**src/hdl/dlsum_pkg.sv**
```systemverilog
// Shared types and constants for the delimited decimal list summer.
// No dependencies; imported by every module of the block.
`timescale 1ns / 1ps
`default_nettype none

package dlsum_pkg;

    // Largest number of values a line may carry
    localparam int MAX_VALUES = 10;
    localparam int CNT_W      = $clog2(MAX_VALUES + 1);

    // Magnitude limit: a negative value may reach this, a positive one limit minus one
    localparam logic [31:0] MAG_LIMIT = 32'h8000_0000;

    // Character codes
    localparam logic [7:0] CH_NUL   = 8'h00;
    localparam logic [7:0] CH_TAB   = 8'h09;
    localparam logic [7:0] CH_CR    = 8'h0D;
    localparam logic [7:0] CH_SPACE = 8'h20;
    localparam logic [7:0] CH_PLUS  = 8'h2B;
    localparam logic [7:0] CH_MINUS = 8'h2D;
    localparam logic [7:0] CH_ZERO  = 8'h30;
    localparam logic [7:0] CH_NINE  = 8'h39;
    localparam logic [7:0] CH_SEMI  = 8'h3B;

    typedef enum logic [2:0] {
        PH_EMPTY  = 3'd0,
        PH_LEAD   = 3'd1,
        PH_SIGN   = 3'd2,
        PH_DIGITS = 3'd3,
        PH_TRAIL  = 3'd4
    } t_phase;

    typedef enum logic [2:0] {
        ST_OK          = 3'd0,
        ST_NOT_NUMERIC = 3'd1,
        ST_RANGE       = 3'd2,
        ST_NONE        = 3'd3,
        ST_TOO_MANY    = 3'd4
    } t_status;

    // One character transaction as held in the input register
    typedef struct packed {
        logic [7:0] char_code;
        logic       line_end;
    } t_char_item;

    // End-of-line summary
    typedef struct packed {
        t_status     status;
        logic [31:0] total;
        logic [3:0]  value_count;
    } t_result;

    // Per-line scanner state
    typedef struct packed {
        t_phase           phase;
        logic             neg;
        logic [31:0]      mag;
        logic             too_big;
        logic [31:0]      total;
        logic [CNT_W-1:0] count;
        t_status          err;
        logic             ended;
    } t_scan_state;

    localparam t_scan_state SCAN_RESET = '{
        phase:   PH_EMPTY,
        neg:     1'b0,
        mag:     32'd0,
        too_big: 1'b0,
        total:   32'd0,
        count:   '0,
        err:     ST_OK,
        ended:   1'b0
    };

endpackage

`default_nettype wire

```
**src/hdl/dlsum_in_stage.sv**
```systemverilog
// Input register for character transactions, with upstream ready.
// Depends on dlsum_pkg.
`timescale 1ns / 1ps
`default_nettype none

module dlsum_in_stage
    import dlsum_pkg::*;
(
    input  wire logic       i_clk,
    input  wire logic       i_rst_n,
    input  wire logic       i_valid,
    output logic            o_ready,
    input  wire logic [7:0] i_char_code,
    input  wire logic       i_line_end,
    input  wire logic       i_out_free,
    output t_char_item      o_item,
    output logic            o_fire
);

    logic       r_valid;
    t_char_item r_item;

    // Advance unless a line end would meet a full result register
    assign o_fire  = r_valid && (!r_item.line_end || i_out_free);
    assign o_ready = !r_valid || o_fire;
    assign o_item  = r_item;

    // Hold the valid flag
    always_ff @(posedge i_clk) begin
        if (!i_rst_n) begin
            r_valid <= 1'b0;
        end else if (o_ready) begin
            r_valid <= i_valid;
        end
    end

    // Capture the payload on each accepted transaction
    always_ff @(posedge i_clk) begin
        if (i_valid && o_ready) begin
            r_item.char_code <= i_char_code;
            r_item.line_end  <= i_line_end;
        end
    end

endmodule

`default_nettype wire

```
**src/hdl/dlsum_scan.sv**
```systemverilog
// Token scanner: phase, magnitude accumulate, running sum and error latch.
// Depends on dlsum_pkg. Produces the line summary on the line end character.
`timescale 1ns / 1ps
`default_nettype none

module dlsum_scan
    import dlsum_pkg::*;
(
    input  wire logic       i_clk,
    input  wire logic       i_rst_n,
    input  wire logic       i_fire,
    input  wire t_char_item i_item,
    output t_result         o_result
);

    t_scan_state r_state;
    t_scan_state n_state;
    t_scan_state s;
    logic        do_fin;
    logic        is_digit;
    logic        is_blank;
    logic        is_sign;
    logic        range_err;
    logic [7:0]  digit;
    logic [34:0] prod;
    logic [31:0] value;

    // Classify the character
    assign is_digit = (i_item.char_code >= CH_ZERO) && (i_item.char_code <= CH_NINE);
    assign is_blank = (i_item.char_code == CH_SPACE) ||
                      ((i_item.char_code >= CH_TAB) && (i_item.char_code <= CH_CR));
    assign is_sign  = (i_item.char_code == CH_PLUS) || (i_item.char_code == CH_MINUS);
    assign digit    = i_item.char_code - CH_ZERO;

    // Magnitude times ten plus digit, as two shifted adds
    assign prod = {r_state.mag, 3'b000} + {2'b00, r_state.mag, 1'b0} + {27'd0, digit};

    always_comb begin
        s         = r_state;
        do_fin    = 1'b0;
        range_err = 1'b0;
        value     = 32'd0;

        // Apply the character unless the line is already settled
        if (!r_state.ended && (r_state.err == ST_OK)) begin
            if (i_item.char_code == CH_NUL) begin
                do_fin  = 1'b1;
                s.ended = 1'b1;
            end else if (i_item.char_code == CH_SEMI) begin
                do_fin = 1'b1;
            end else if (is_digit) begin
                if (r_state.phase == PH_TRAIL) begin
                    s.err = ST_NOT_NUMERIC;
                end else begin
                    if (prod > {3'b000, MAG_LIMIT}) begin
                        s.too_big = 1'b1;
                        s.mag     = MAG_LIMIT;
                    end else begin
                        s.mag = prod[31:0];
                    end
                    s.phase = PH_DIGITS;
                end
            end else if (is_blank) begin
                case (r_state.phase)
                    PH_EMPTY:  s.phase = PH_LEAD;
                    PH_DIGITS: s.phase = PH_TRAIL;
                    PH_SIGN:   s.err   = ST_NOT_NUMERIC;
                    default:   ;
                endcase
            end else if (is_sign &&
                         ((r_state.phase == PH_EMPTY) || (r_state.phase == PH_LEAD))) begin
                s.neg   = (i_item.char_code == CH_MINUS);
                s.phase = PH_SIGN;
            end else begin
                s.err = ST_NOT_NUMERIC;
            end
        end

        // Close the token on a delimiter, a code zero or the line end
        if (do_fin || i_item.line_end) begin
            range_err = s.too_big || (!s.neg && s.mag[31]);
            value     = s.neg ? (32'd0 - s.mag) : s.mag;
            if (s.err == ST_OK) begin
                case (s.phase) inside
                    PH_EMPTY: ;
                    PH_SIGN:  s.err = ST_NOT_NUMERIC;
                    PH_LEAD, PH_DIGITS, PH_TRAIL: begin
                        if ((s.phase != PH_LEAD) && range_err) begin
                            s.err = ST_RANGE;
                        end else if (s.count >= CNT_W'(MAX_VALUES)) begin
                            s.err = ST_TOO_MANY;
                        end else begin
                            s.count = s.count + CNT_W'(1);
                            s.total = s.total + ((s.phase == PH_LEAD) ? 32'd0 : value);
                        end
                    end
                    default: ;
                endcase
            end
            s.phase   = PH_EMPTY;
            s.neg     = 1'b0;
            s.mag     = 32'd0;
            s.too_big = 1'b0;
        end

        // Summarise the line
        if (s.err != ST_OK) begin
            o_result.status = s.err;
            o_result.total  = 32'd0;
        end else if (s.count == '0) begin
            o_result.status = ST_NONE;
            o_result.total  = 32'd0;
        end else begin
            o_result.status = ST_OK;
            o_result.total  = s.total;
        end
        o_result.value_count = 4'(s.count);

        // Advance on each transaction; drop all state after a line end
        if (!i_fire) begin
            n_state = r_state;
        end else if (i_item.line_end) begin
            n_state = SCAN_RESET;
        end else begin
            n_state = s;
        end
    end

    // Hold the scanner state
    always_ff @(posedge i_clk) begin
        if (!i_rst_n) begin
            r_state <= SCAN_RESET;
        end else begin
            r_state <= n_state;
        end
    end

endmodule

`default_nettype wire

```
**src/hdl/delimited_decimal_list_summer_core.sv**
```systemverilog
// Top level of the delimited decimal list summer: input register, token
// scanner and result register. Depends on dlsum_pkg, dlsum_in_stage, dlsum_scan.
//
//   Channel  | Handshake          | Payload
//   ---------+--------------------+-------------------------------------------
//   input    | i_valid / o_ready  | i_char_code[7:0], i_line_end
//   result   | o_valid / i_ready  | o_status[2:0], o_total[31:0], o_value_count[3:0]
//
// One character per cycle unless a line end waits on a stalled result: each
// transaction passes the input register, then the scanner updates its state as it leaves.
// A result is registered as its line end character leaves the input register.
// Synchronous active-low reset clears all scanner and handshake state.
// A stalled result holds the next line end in the input register; characters
// before it still flow.
`timescale 1ns / 1ps
`default_nettype none

module delimited_decimal_list_summer_core
    import dlsum_pkg::*;
(
    input  wire logic        i_clk,
    input  wire logic        i_rst_n,
    input  wire logic        i_valid,
    output logic             o_ready,
    input  wire logic [7:0]  i_char_code,
    input  wire logic        i_line_end,
    output logic             o_valid,
    input  wire logic        i_ready,
    output logic [2:0]       o_status,
    output logic [31:0]      o_total,
    output logic [3:0]       o_value_count
);

    logic       w_fire;
    logic       w_out_free;
    logic       w_load;
    t_char_item w_item;
    t_result    w_result;
    logic       r_out_valid;
    t_result    r_result;

    assign w_out_free = !r_out_valid || i_ready;
    assign w_load     = w_fire && w_item.line_end;

    dlsum_in_stage u_in_stage (
        .i_clk       (i_clk),
        .i_rst_n     (i_rst_n),
        .i_valid     (i_valid),
        .o_ready     (o_ready),
        .i_char_code (i_char_code),
        .i_line_end  (i_line_end),
        .i_out_free  (w_out_free),
        .o_item      (w_item),
        .o_fire      (w_fire)
    );

    dlsum_scan u_scan (
        .i_clk    (i_clk),
        .i_rst_n  (i_rst_n),
        .i_fire   (w_fire),
        .i_item   (w_item),
        .o_result (w_result)
    );

    // Hold the result valid flag until the transaction completes
    always_ff @(posedge i_clk) begin
        if (!i_rst_n) begin
            r_out_valid <= 1'b0;
        end else if (w_load) begin
            r_out_valid <= 1'b1;
        end else if (i_ready) begin
            r_out_valid <= 1'b0;
        end
    end

    // Capture the line summary
    always_ff @(posedge i_clk) begin
        if (w_load) begin
            r_result <= w_result;
        end
    end

    assign o_valid       = r_out_valid;
    assign o_status      = r_result.status;
    assign o_total       = r_result.total;
    assign o_value_count = r_result.value_count;

    // A new result only follows a line end character leaving the input register
    a_result_source: assert property (@(posedge i_clk) disable iff (!i_rst_n)
        (o_valid && !$past(o_valid)) |-> $past(w_fire && w_item.line_end))
        else $error("result appeared without a line end");

    // A line end never overwrites a result still waiting
    a_no_overwrite: assert property (@(posedge i_clk) disable iff (!i_rst_n)
        w_load |-> (!r_out_valid || i_ready))
        else $error("pending result overwritten");

    // Any failure status carries a zero total
    a_error_total: assert property (@(posedge i_clk) disable iff (!i_rst_n)
        (o_valid && (o_status != ST_OK)) |-> (o_total == 32'd0))
        else $error("nonzero total with failure status");

    // The count never passes the value limit
    a_count_limit: assert property (@(posedge i_clk) disable iff (!i_rst_n)
        o_valid |-> (32'(o_value_count) <= 32'(MAX_VALUES)))
        else $error("value count beyond limit");

endmodule

`default_nettype wire
```
**config.mk**
```make
export PLATFORM = sky130hd
export DESIGN_NAME = delimited_decimal_list_summer_core
export DESIGN_NICKNAME = d
export VERILOG_FILES = /design/src/hdl/dlsum_pkg.sv /design/src/hdl/dlsum_in_stage.sv /design/src/hdl/dlsum_scan.sv /design/src/hdl/delimited_decimal_list_summer_core.sv
export SDC_FILE = /design/constraint.sdc
export NUM_CORES = 1
export LEC_CHECK = 0
export BUFFER_PORTS_ARGS = -buffer_cell sky130_fd_sc_hd__buf_2
export CAP_MARGIN = 10
export CORE_MARGIN = 2
export CORE_UTILIZATION = 52
export DETAILED_ROUTE_END_ITERATION = 8
export PLACE_DENSITY = 0.67
export SLEW_MARGIN = 20
export SYNTH_ARGS = -nofsm -noshare
export SYNTH_HDL_FRONTEND = slang
export SYNTH_SLANG_ARGS = --single-unit
```
**constraint.sdc**
```tcl
create_clock -name i_clk -period 15.2 [get_ports i_clk]
set_input_delay 1.52 -clock i_clk [delete_from_list [all_inputs] [get_ports i_clk]]
set_output_delay 1.52 -clock i_clk [all_outputs]
set_load 0.02 [all_outputs]
```
-- Yosys cells after proc, flatten, opt, wreduce, memory -nomap -nowiden
Cells that the tools add are included.
- add/subtract/negate cells: 6
- order comparisons: 6
- eq/ne operators: 13
- multiplexer cells: 45
- reductions and logical operators: 35
- operators by type and width (operator ; number):
    2-to-1 mux 36 bit ; 5
    2-to-1 mux 37 bit ; 3
    2-to-1 mux 32 bit ; 3
    2-to-1 mux 77 bit ; 1
    2-to-1 mux 76 bit ; 1
    2-to-1 mux 33 bit ; 2
    2-to-1 mux 3 bit ; 15
    2-to-1 mux 39 bit ; 1
    adder 35 x 33 -> 35 bit ; 1
    adder 35 x 8 -> 35 bit ; 1
    greater-than comparator 35 x 32 -> 1 bit (second input constant) ; 1
    2-to-1 mux 35 bit ; 1
    2-to-1 mux 34 bit ; 1
    adder 32 bit ; 1
    equality test 8 x 6 -> 1 bit (second input constant) ; 4
    subtractor 1 x 32 -> 32 bit (first input constant) ; 1
    equality test 3 x 2 -> 1 bit (second input constant) ; 4
    zero test 3 bit ; 4
    logical AND 1 bit ; 9
    2-to-1 mux 1 bit ; 9
    greater-or-equal comparator 8 x 4 -> 1 bit (second input constant) ; 1
    greater-or-equal comparator 8 x 6 -> 1 bit (second input constant) ; 1
    less-or-equal comparator 8 x 4 -> 1 bit (second input constant) ; 1
    less-or-equal comparator 8 x 6 -> 1 bit (second input constant) ; 1
    other kinds (17) ; 33
- flip-flop bits (word level): 127
- input port bits: 13
- output and inout bits: 41
- word-level logic and storage cells: 120

-- Logic depth before layout (Yosys ltp)
Gate-level depths: netlist of run 1.
- word-level depth: 23
- gate-level depth with buffers: 36

-- By module
A second synthesis of run 1 with hierarchy kept.
- cells, all modules: 1306
- area total of the unflattened synthesis: 10980.5 um^2
- modules (own cells, without submodules) (module ; times used ; cells each ; area an instance (um^2)):
    dlsum_scan ; 1 ; 1246 ; 9411.5
    delimited_decimal_list_summer_core ; 1 ; 44 ; 1223.7
    dlsum_in_stage ; 1 ; 16 ; 345.3

-- Worst setup path before layout of run 1
OpenSTA, ideal clock, no wires.
- path kind: register to register
- start point: register u_in_stage.r_item (netlist bit u_in_stage.o_item[5])
- end point: register r_result (netlist bit o_total[31]) (data pin)
- arrival: 7.602 ns
- data required time: 14.937 ns
- setup slack: 7.334 ns
- stages on the path, launching flop included: 36
- clock period less this slack: 7.866 ns
- path through: edfxtp_1 -> inv_1 -> ha_1 -> inv_1 -> fa_1 -> inv_1 -> ha_1 -> o21a_1 -> a2111o_1 -> a31o_1 -> o311a_4 -> or4_4 -> nand3_2 -> nand4_2 -> o41ai_4 -> and2_1 -> buf_2 -> a22oi_1 -> inv_1 -> nand3_1 -> a21oi_1 -> ha_1 -> a21o_1 -> a21oi_1 -> o21bai_1 -> a31oi_1 -> o21ai_0 -> a221oi_1 -> a21oi_1 -> o31ai_1 -> a21oi_1 -> o211ai_1 -> a21oi_1 -> or3_1 -> mux2i_1 -> mux2i_1
- word-level cells in the longest chain between the ends: 21
- elaborated cells on any way between the ends: 70
- ends and longest elaborated chain (what ; line ; RTL):
    start, declared ; dlsum_in_stage.sv:21 ; t_char_item r_item;
    branches (longest 18 deep; another with adder 35 x 8 -> 35 bit) ; -- ;
    2-to-1 mux 76 bit * ; dlsum_scan.sv:80 ; if (do_fin || i_item.line_end) begin
    zero test 4 bit or nonzero test 3 bit (tied branches) ; dlsum_scan.sv:110, dlsum_scan.sv:107 ;
    OR reduction 2 bit (no line) ; -- ;
    end signal, assigned ; delimited_decimal_list_summer_core.sv:79 ; r_result <= w_result;
    end, declared ; delimited_decimal_list_summer_core.sv:40 ; t_result r_result;
Mark *: on every way between the ends. The select of a mux whose other input is x is not followed.
A chain may end at the register's enable or synchronous reset.

-- Final worst setup path of run 1
Ends and elaborated chain as after synthesis.

==> results of run 1 <==
worst reg2reg max path: cells and delay by family (launching register included):
family | cells | cell delay [ps]
buffers and inverters | 2 | 180
flip-flops | 1 | 450
XOR/XNOR | 1 | 170
adder cells (fa/ha/maj) | 4 | 1440
multiplexers | 2 | 330
AND/OR/NAND/NOR | 8 | 2240
AO/OA/AOI/OAI | 16 | 4740
final cells by class:
cell class	count	area [µm²]	area share
Clock buffer	17	425	0.0344
Clock inverter	15	173	0.0140
Inverter	37	139	0.0112
Multi-Input combinational cell	1113	7930	0.642
Sequential cell	127	3020	0.245
Tap cell	280	350	0.0284
Timing Repair Buffer	60	318	0.0257
logic make-up (layout without fill, tap and decap cells):
group | count (synthesis) | count (layout)
muxes | 41 | 41
adders and majority gates | 103 | 103
and+or+nand+nor | 485 | 485
AOI/OAI and AO/OA | 420 | 420
buffers and inverters | 102 | 129
DFF | 127 | 127
xor gates and xnor gates | 64 | 64
power by group:
part	internal, mW	switching (mW)	total (mW)
sequential	0.356	0.00329	0.359
clock	0.247	0.174	0.421
combinational	0.0165	0.0342	0.0507
sequential cells by signal (all words and copies together) (netlist names):
| name | count |
|---|---|
| o_status | 3 |
| o_valid | 1 |
| u_scan.r_state | 77 |
| u_in_stage.o_item | 9 |
| o_total | 32 |
| o_value_count | 4 |
| u_in_stage.r_valid | 1 |
metal layers:
| layer | share of wire | vias to the layer above |
|---|---|---|
| li1 | - | 5097 |
| met1 | 0.49 | 4879 |
| met2 | 0.45 | 282 |
| met3 | 0.049 | 39 |
| met4 | 0.015 | 0 |
| met5 | 0 | - |
how the worst max path moves through the flow:
| stage | from | to | slack (ps) | cells past startpoint |
|---|---|---|---|---|
| after detailed placement | u_in_stage.o_item[5]$_DFFE_PP_ | o_total[31]$_SDFFCE_PP0P_ | 5490 | 33 |
| after CTS | u_in_stage.o_item[5]$_DFFE_PP_ | o_total[31]$_SDFFCE_PP0P_ | 5430 | 33 |
| after global routing | u_in_stage.o_item[5]$_DFFE_PP_ | o_total[31]$_SDFFCE_PP0P_ | 4590 | 33 |
| final | u_in_stage.o_item[5]$_DFFE_PP_ | o_total[31]$_SDFFCE_PP0P_ | 5400 | 33 |
| after global placement | u_in_stage.o_item[5]$_DFFE_PP_ | o_total[31]$_SDFFCE_PP0P_ | 5820 | 33 |
| after floorplan | u_in_stage.o_item[5]$_DFFE_PP_ | o_total[31]$_SDFFCE_PP0P_ | 7330 | 35 |
stage by stage:
step	hold slack, ps	std cells
3_3_place_gp	470	1617
3_5_place_dp	479	1617
5_1_grt	541	1649
2_1_floorplan	450	1342
4_1_cts	494	1649
6_report	505	1649
cells in the final DEF (no fill, tap or decap), types with 18 or more instances in the layout:
master	n
nor3_1	32
o21ai_0	68
a21o_1	38
and2_1	25
inv_1	37
nor2b_1	74
a21oi_1	75
nor2_1	103
mux2i_1	39
edfxtp_1	48
xnor2_1	37
xor2_1	27
buf_2	53
nor2_2	21
ha_1	96
nand3_1	30
dfxtp_1	79
a22oi_1	63
or3_1	18
nand2_1	80
==> impl_metrics.toml, run 1 <==
[drt]
firstDrtPassIters = 5
route.detailed.drc = 0
routed_wl_um = 30600
drtIter0Drc = 752
wl_per_cell_um = 18.5
vias_per_cell = 6.24
ant_nets = 0
vias = 10300

[clock_tree]
cts.repair.resized = 0
cts_hold_buf = 0
clk_latency_ps = 420
htree_levels = 4
cts-buffers-inserted = 17
cts_sinks = 127
clock_tree.root_cell = "clkbuf_16"
postCtsSetupBuffers = 0
cts_tree = "built"
cts_buffer_depth = 2
clk_pin_slew_ps = 70

[setup_path]
cp_max_fo = 17
worst-path-buf-inv = 2
slowest_stage = "a2111oi_0"
worstReg2RegStart = "u_in_stage.o_item[5]$_DFFE_PP_"
worst_path_largest_cell_delay_ps = 830
required_ps = 15360
timing.rr.end = "o_total[31]$_SDFFCE_PP0P_"
path_class = "register to register"
end_kind = "register"
worstSetupStartpointType = "register"
path_delay_family = "compound AO/OA/AOI/OAI gates"
r2r_slack_ps = 5400
arrival_ps = 9960
rr_worst_depth = 33
crit_top_cell = "a21oi_1"

[finish]
area_growth_pct = 8.71
fill_cells = 2029
nets = 1472
postLayoutCellArea_um2 = 12400
fin_util = 0.572
drive_above_1_share = 0.107
diodes = 0

[synthesis]
yosys.area.top_type = "dfxtp_1"
post_synth.cell_area_avg_um2 = 8.47
netlist_top_cells_area = "dfxtp_1, edfxtp_1, ha_1"
synth_top_cell_area_share = 0.139
synth_xor_area_frac = 0.0493
synth_mux_area_frac = 0.0363
yosys.area_share.simple = 0.230
yosysUniqueCellTypes = 95
synth_compound_area_frac = 0.262
postSynth.asyncResetShare = 0
netlist_instances = 1342
ys_ff_latch = 127
synthMostInstantiatedCell = "nor2_1"
synth_commonest_cells = "nor2_1, ha_1, nand2_1, dfxtp_1, a21oi_1"
syn_area_um2 = 11400
synth_edf_count = 48
yosysSeqAreaShare = 0.266
synth_flop_cell = "dfxtp_1"
synthAdderAreaFrac = 0.118
yosysWarnings = 0
synth_top_family_by_area = "compound AO/OA/AOI/OAI gates"
syn_nets = 1458

[power_and_ir_drop]
design_power_total_uw = 831
ir_drop_mv = 0.0563
powerDensity_nw_per_um2 = 67.3
power.leakage_nw = 5.33

[global_routing]
grt.busiest_layer = "met2"
grtUsageMet1 = 0.380
grt_pass1_vias = 9400
grt_use_met2 = 0.412
grt_max_degree = 79
antenna_found_initial = 0
grt-ovfl-total = 0
grt_pass1_wl_um = 49600
grt_usage = 0.260
grt_util_met3 = 0.0268

[min_path]
whs_endpoint = "u_scan.r_state[0]$_SDFFE_PN0P_"
min-delay-start = "u_scan.r_state[0]$_SDFFE_PN0P_"
hold_depth = 2
hold_path_class = "register to register"

[placement]
io_buffers = 53
place_ws_ps = 5490
gp_congestion = 0.902
dpl_cell_area_um2 = 11700
place_hpwl_um = 23000

[floorplanning]
initial_utilization = 0.526
die_w_um = 152
dieHeight_um = 152
fp-row-count = 54
core_um2 = 21600
io_pins = 54
die_area_um2 = 23100

[timing]
fin_ws_ps = 5400
period_needed_ps = 9800
skew_ps = 13.9
fmax_mhz = 102
drv_slew = 0
rsz0062_at_grt = "no"
worstMarginPinSlew_ps = 1080
max-slew-margin-rel = 0.274
setup_viol = 0
period_share = 0.645
hold_viol_final = 0
setup_tns_ps = 0

[job]
cap_violations = 0

[run_status]
status = "finished, final reports clean"
Power figures use the tool's default switching activity.
==> inputs of run 2 (changes only) <==
- clock period: 15.2 -> 10 ns (I/O delays scaled with it)
==> run 2 against run 1 <==
Critical path depth is 1 lower. Worst hold slack worse by 3.4 ps. Die area stayed put. Wire length is 0.53% higher. Sequential share of layout area is 0.086 points lower. Sequential power is 52% higher. Count of clock-buffer cells in the layout stayed put. Clock skew is 2.3 ps higher. Register-to-register slack worse by 4600 ps. Final area is 0.35% higher.
==> impl_metrics.toml, run 2 (synthesized netlist as in run 1, its figures left out) <==
[run_status]
status = "finished, final reports clean"

[min_path]
min-delay-start = "u_scan.r_state[0]$_SDFFE_PN0P_"
hold_depth = 2
whs_endpoint = "u_scan.r_state[0]$_SDFFE_PN0P_"
hold_path_class = "register to register"

[finish]
final_common_cell = "nor2_1"
diodes = 0
nets = 1473
layout_common_cells = "nor2_1, ha_1, nand2_1"
area_growth_pct = 9.09
regArea_um2 = 3020
fill_cells = 2035
fin_util = 0.574
drive_above_1_share = 0.110
largest-register = "u_scan.r_state"
largest_reg_flops = 77
multi_input_area_um2 = 7950

[floorplanning]
fp-row-count = 54
die_w_um = 152
io_pins = 54
die_area_um2 = 23100
dieHeight_um = 152
core_um2 = 21600
initial_utilization = 0.526

[drt]
vias = 10300
firstDrtPassIters = 5
routed_wl_um = 30700
ant_nets = 0
wl_per_cell_um = 18.6
drtIter0Drc = 712
route.detailed.drc = 0
vias_per_cell = 6.27

[timing]
max-slew-margin-rel = 0.230
fmax_mhz = 109
drv_slew = 0
hold_ws_ps = 502
setup_tns_ps = 0
worstMarginPinSlew_ps = 1120
rsz0062_at_grt = "no"
period_needed_ps = 9150
skew_ps = 16.2
setup_viol = 0
period_share = 0.915
hold_viol_final = 0

[clock_tree]
cts_tree = "built"
clk_latency_ps = 430
postCtsSetupBuffers = 0
cts_sinks = 127
clk_pin_slew_ps = 70
clock_tree.root_cell = "clkbuf_16"
cts-buffers-inserted = 17
cts_buffer_depth = 2
htree_levels = 4

[placement]
io_buffers = 53
place_hpwl_um = 23400
gp_congestion = 0.921

[global_routing]
grt_pass1_vias = 9653
grt_usage = 0.262
grt-ovfl-total = 0
antenna_found_initial = 0
grt_max_degree = 79
grt_pass1_wl_um = 50400

[setup_path]
required_ps = 10260
path_class = "register to register"
r2r_slack_ps = 850
arrival_ps = 9410
timing.rr.end = "o_total[31]$_SDFFCE_PP0P_"
rr_worst_depth = 32
worstReg2RegStart = "u_in_stage.o_item[5]$_DFFE_PP_"
end_kind = "register"
crit_top_cell = "a21oi_1"
slowest_stage = "a2111oi_1"
worst_path_largest_cell_delay_ps = 660
worstSetupStartpointType = "register"
cp_max_fo = 7

[power_and_ir_drop]
ir_drop_mv = 0.0953
design_power_total_mw = 1.28
power.leakage_nw = 5.35
powerDensity_nw_per_um2 = 103

[job]
cap_violations = 0
## run 2: through the flow
stage	cells	area (µm²)	setup WS, ps
after floorplan	1342	11400	2130
after global placement	1617	11700	1080
after detailed placement	1617	11700	785
after CTS	1649	12400	735
after global routing	1650	12400	10.3
final	1650	12400	847
## run 2: worst max-delay path by stage
stage | cells after the start | slack [ps] | from | end
6_report | 32 | 850 | u_in_stage.o_item[5]$_DFFE_PP_ | o_total[31]$_SDFFCE_PP0P_
5_1_grt | 32 | 10 | u_in_stage.o_item[5]$_DFFE_PP_ | o_total[31]$_SDFFCE_PP0P_
4_1_cts | 32 | 730 | u_in_stage.o_item[5]$_DFFE_PP_ | o_total[31]$_SDFFCE_PP0P_
3_5_place_dp | 33 | 780 | u_in_stage.o_item[5]$_DFFE_PP_ | o_total[31]$_SDFFCE_PP0P_
3_3_place_gp | 32 | 1080 | u_in_stage.o_item[5]$_DFFE_PP_ | o_total[31]$_SDFFCE_PP0P_
2_1_floorplan | 35 | 2130 | u_in_stage.o_item[5]$_DFFE_PP_ | o_total[31]$_SDFFCE_PP0P_
## run 2: worst max-delay path: cells and delay by family (launching register included)
family	cells	cell delay, ps
compound gates	17	4650
buf+inv	1	40
simple gates	7	1760
mux	2	510
fa+ha+maj	4	1400
flops	1	450
xor+xnor	1	160
## run 2: layer usage
| layer | track usage | wire length, µm |
|---|---|---|
| met1 | 0.382 | 14800 |
| met3 | 0.0308 | 1590 |
| met5 | 0 | 0 |
| met4 | 0.0650 | 423 |
| met2 | 0.416 | 13900 |
## run 2: cell type report
type | count | area share
clock buffers | 17 | 0.0343
clock inverters | 15 | 0.0152
inverters | 37 | 0.0112
multi-input cells | 1113 | 0.641
flip-flops and latches | 127 | 0.244
well taps | 280 | 0.0283
repair buffers | 61 | 0.0265
## run 2: power breakdown
group	internal (mW)	switching (mW)
clock network	0.382	0.271
logic	0.0253	0.0532
registers	0.541	0.00512
## run 2: timing repair
action                                  in CTS  in global routing
endpoints found under the setup margin       0                  2
hold buffers                                 0                  0
gates resized for setup                      0                  5
==> inputs of run 3 (changes only) <==
- PLACE_DENSITY: 0.67 -> 0.75
- REMOVE_ABC_BUFFERS: not set -> 1
==> run 3 against run 2 <==
Core utilization down 0.23 points. Non-clock buffer count unchanged. Flip-flop and latch count unchanged. Combinational power down 2%. Largest power group unchanged. Cell count unchanged. Sequential power about the same. Maximum frequency up 0.11%. First-iteration DRC count up 9.7%.
==> impl_metrics.toml, run 3 (synthesized netlist as in run 1, its figures left out) <==
[drt]
drtIter0Drc = 781
wl_per_cell_um = 17.8
route.detailed.drc = 0
vias = 10400
vias_per_cell = 6.31
routed_wl_um = 29400
firstDrtPassIters = 6
ant_nets = 0

[global_routing]
grt_usage = 0.250
grt_pass1_vias = 9685
grt-ovfl-total = 0
grt_max_degree = 79
antenna_found_initial = 0
grt_pass1_wl_um = 48600

[timing]
period_needed_ps = 9140
period_share = 0.914
hold_ws_ps = 506
fin_ws_ps = 857
max-slew-margin-rel = 0.289
hold_viol_final = 0
drv_slew = 0
worstMarginPinSlew_ps = 1040
fmax_mhz = 109
setup_tns_ps = 0
setup_viol = 0
skew_ps = 12.8
rsz0062_at_grt = "no"

[finish]
area_growth_pct = 8.66
layout_common_cells = "nor2_1, ha_1, nand2_1"
nets = 1473
fin_cells = 1650
final_common_cell = "nor2_1"
drive_above_1_share = 0.109
largest-register = "u_scan.r_state"
fill_cells = 1960
fin_util = 0.571
largest_reg_flops = 77
diodes = 0

[floorplanning]
io_pins = 54
initial_utilization = 0.526
die_area_um2 = 23100
fp-row-count = 54
dieHeight_um = 152
die_w_um = 152
core_um2 = 21600

[clock_tree]
clk_latency_ps = 430
cts-buffers-inserted = 17
cts_tree = "built"
postCtsSetupBuffers = 0
cts_buffer_depth = 2
htree_levels = 4
clock_tree.root_cell = "clkbuf_16"
clk_pin_slew_ps = 70
cts_sinks = 127

[setup_path]
end_kind = "register"
slowest_stage = "a2111oi_1"
required_ps = 10180
worstSetupStartpointType = "register"
cp_max_fo = 17
worst_path_largest_cell_delay_ps = 570
r2r_slack_ps = 860
crit_top_cell = "a21oi_1"
path_class = "register to register"
arrival_ps = 9320

[run_status]
status = "finished, final reports clean"

[min_path]
hold_path_class = "register to register"

[job]
cap_violations = 0

[placement]
place_ws_ps = 658
dp_cells = 1617
io_buffers = 53
place_hpwl_um = 21900
gp_congestion = 0.911

[power_and_ir_drop]
powerDensity_nw_per_um2 = 99.3
ir_drop_mv = 0.0973
power.leakage_nw = 5.32
run 3: cell count changes in the layout (fill, tap and decap cells not counted), sizes merged:
cell	delta
clkinvlp	+2
inv	-2
clkinv	+2
bufinv	-2
run 3: cell type report:
type	instances	area, µm²	area share
repair buffers	61	329	0.0266
clock inverters	15	144	0.0116
well taps	280	350	0.0284
clock buffers	17	425	0.0344
flip-flops and latches	127	3020	0.245
multi-input cells	1113	7940	0.643
inverters	37	139	0.0112
run 3: what timing repair did:
| action | 4_1_cts | 5_1_grt |
|---|---|---|
| setup endpoints to repair | 0 | 2 |
| resized for setup | 0 | 5 |
| hold buffers | 0 | 0 |
run 3: worst max-delay path, delay by kind of cell, from the launching register on:
kind | cells | cell delay (ps)
compound gates | 18 | 4710
xor+xnor | 1 | 170
fa+ha+maj | 4 | 1430
buf+inv | 3 | 390
flops | 1 | 450
mux | 2 | 320
simple gates | 6 | 1370
run 3: power breakdown:
group,switching (mW),leakage [nW],total [mW],internal [mW]
clock,0.274,0.268,0.603,0.329
sequential,0.00490,1.11,0.546,0.541
combinational,0.0520,3.94,0.0772,0.0252
run 3: routing by layer:
metal  track usage  share of wire  up-vias
met5             0              0        -
met4        0.0930          0.025        0
met3        0.0371          0.065       66
met2         0.390           0.44      393
met1         0.352           0.47     4856
li1              -              -     5104
run 3: through the flow:
stage	power, mW	area [µm²]
after global placement	0.631	11700
final	1.23	12400
after floorplan	0.607	11100
after global routing	1.26	12400
after detailed placement	0.633	11700
after CTS	1.23	12300
run 3: final timing paths:
| kind | cells past startpoint | startpoint | endpoint |
|---|---|---|---|
| max | 34 | u_in_stage.o_item[5]$_DFFE_PP_ | o_total[31]$_SDFFCE_PP0P_ |
| min | 2 | u_scan.r_state[0]$_SDFFE_PN0P_ | u_scan.r_state[0]$_SDFFE_PN0P_ |
| max reg2reg | 34 | u_in_stage.o_item[5]$_DFFE_PP_ | o_total[31]$_SDFFCE_PP0P_ |
| min reg2reg | 2 | u_scan.r_state[0]$_SDFFE_PN0P_ | u_scan.r_state[0]$_SDFFE_PN0P_ |
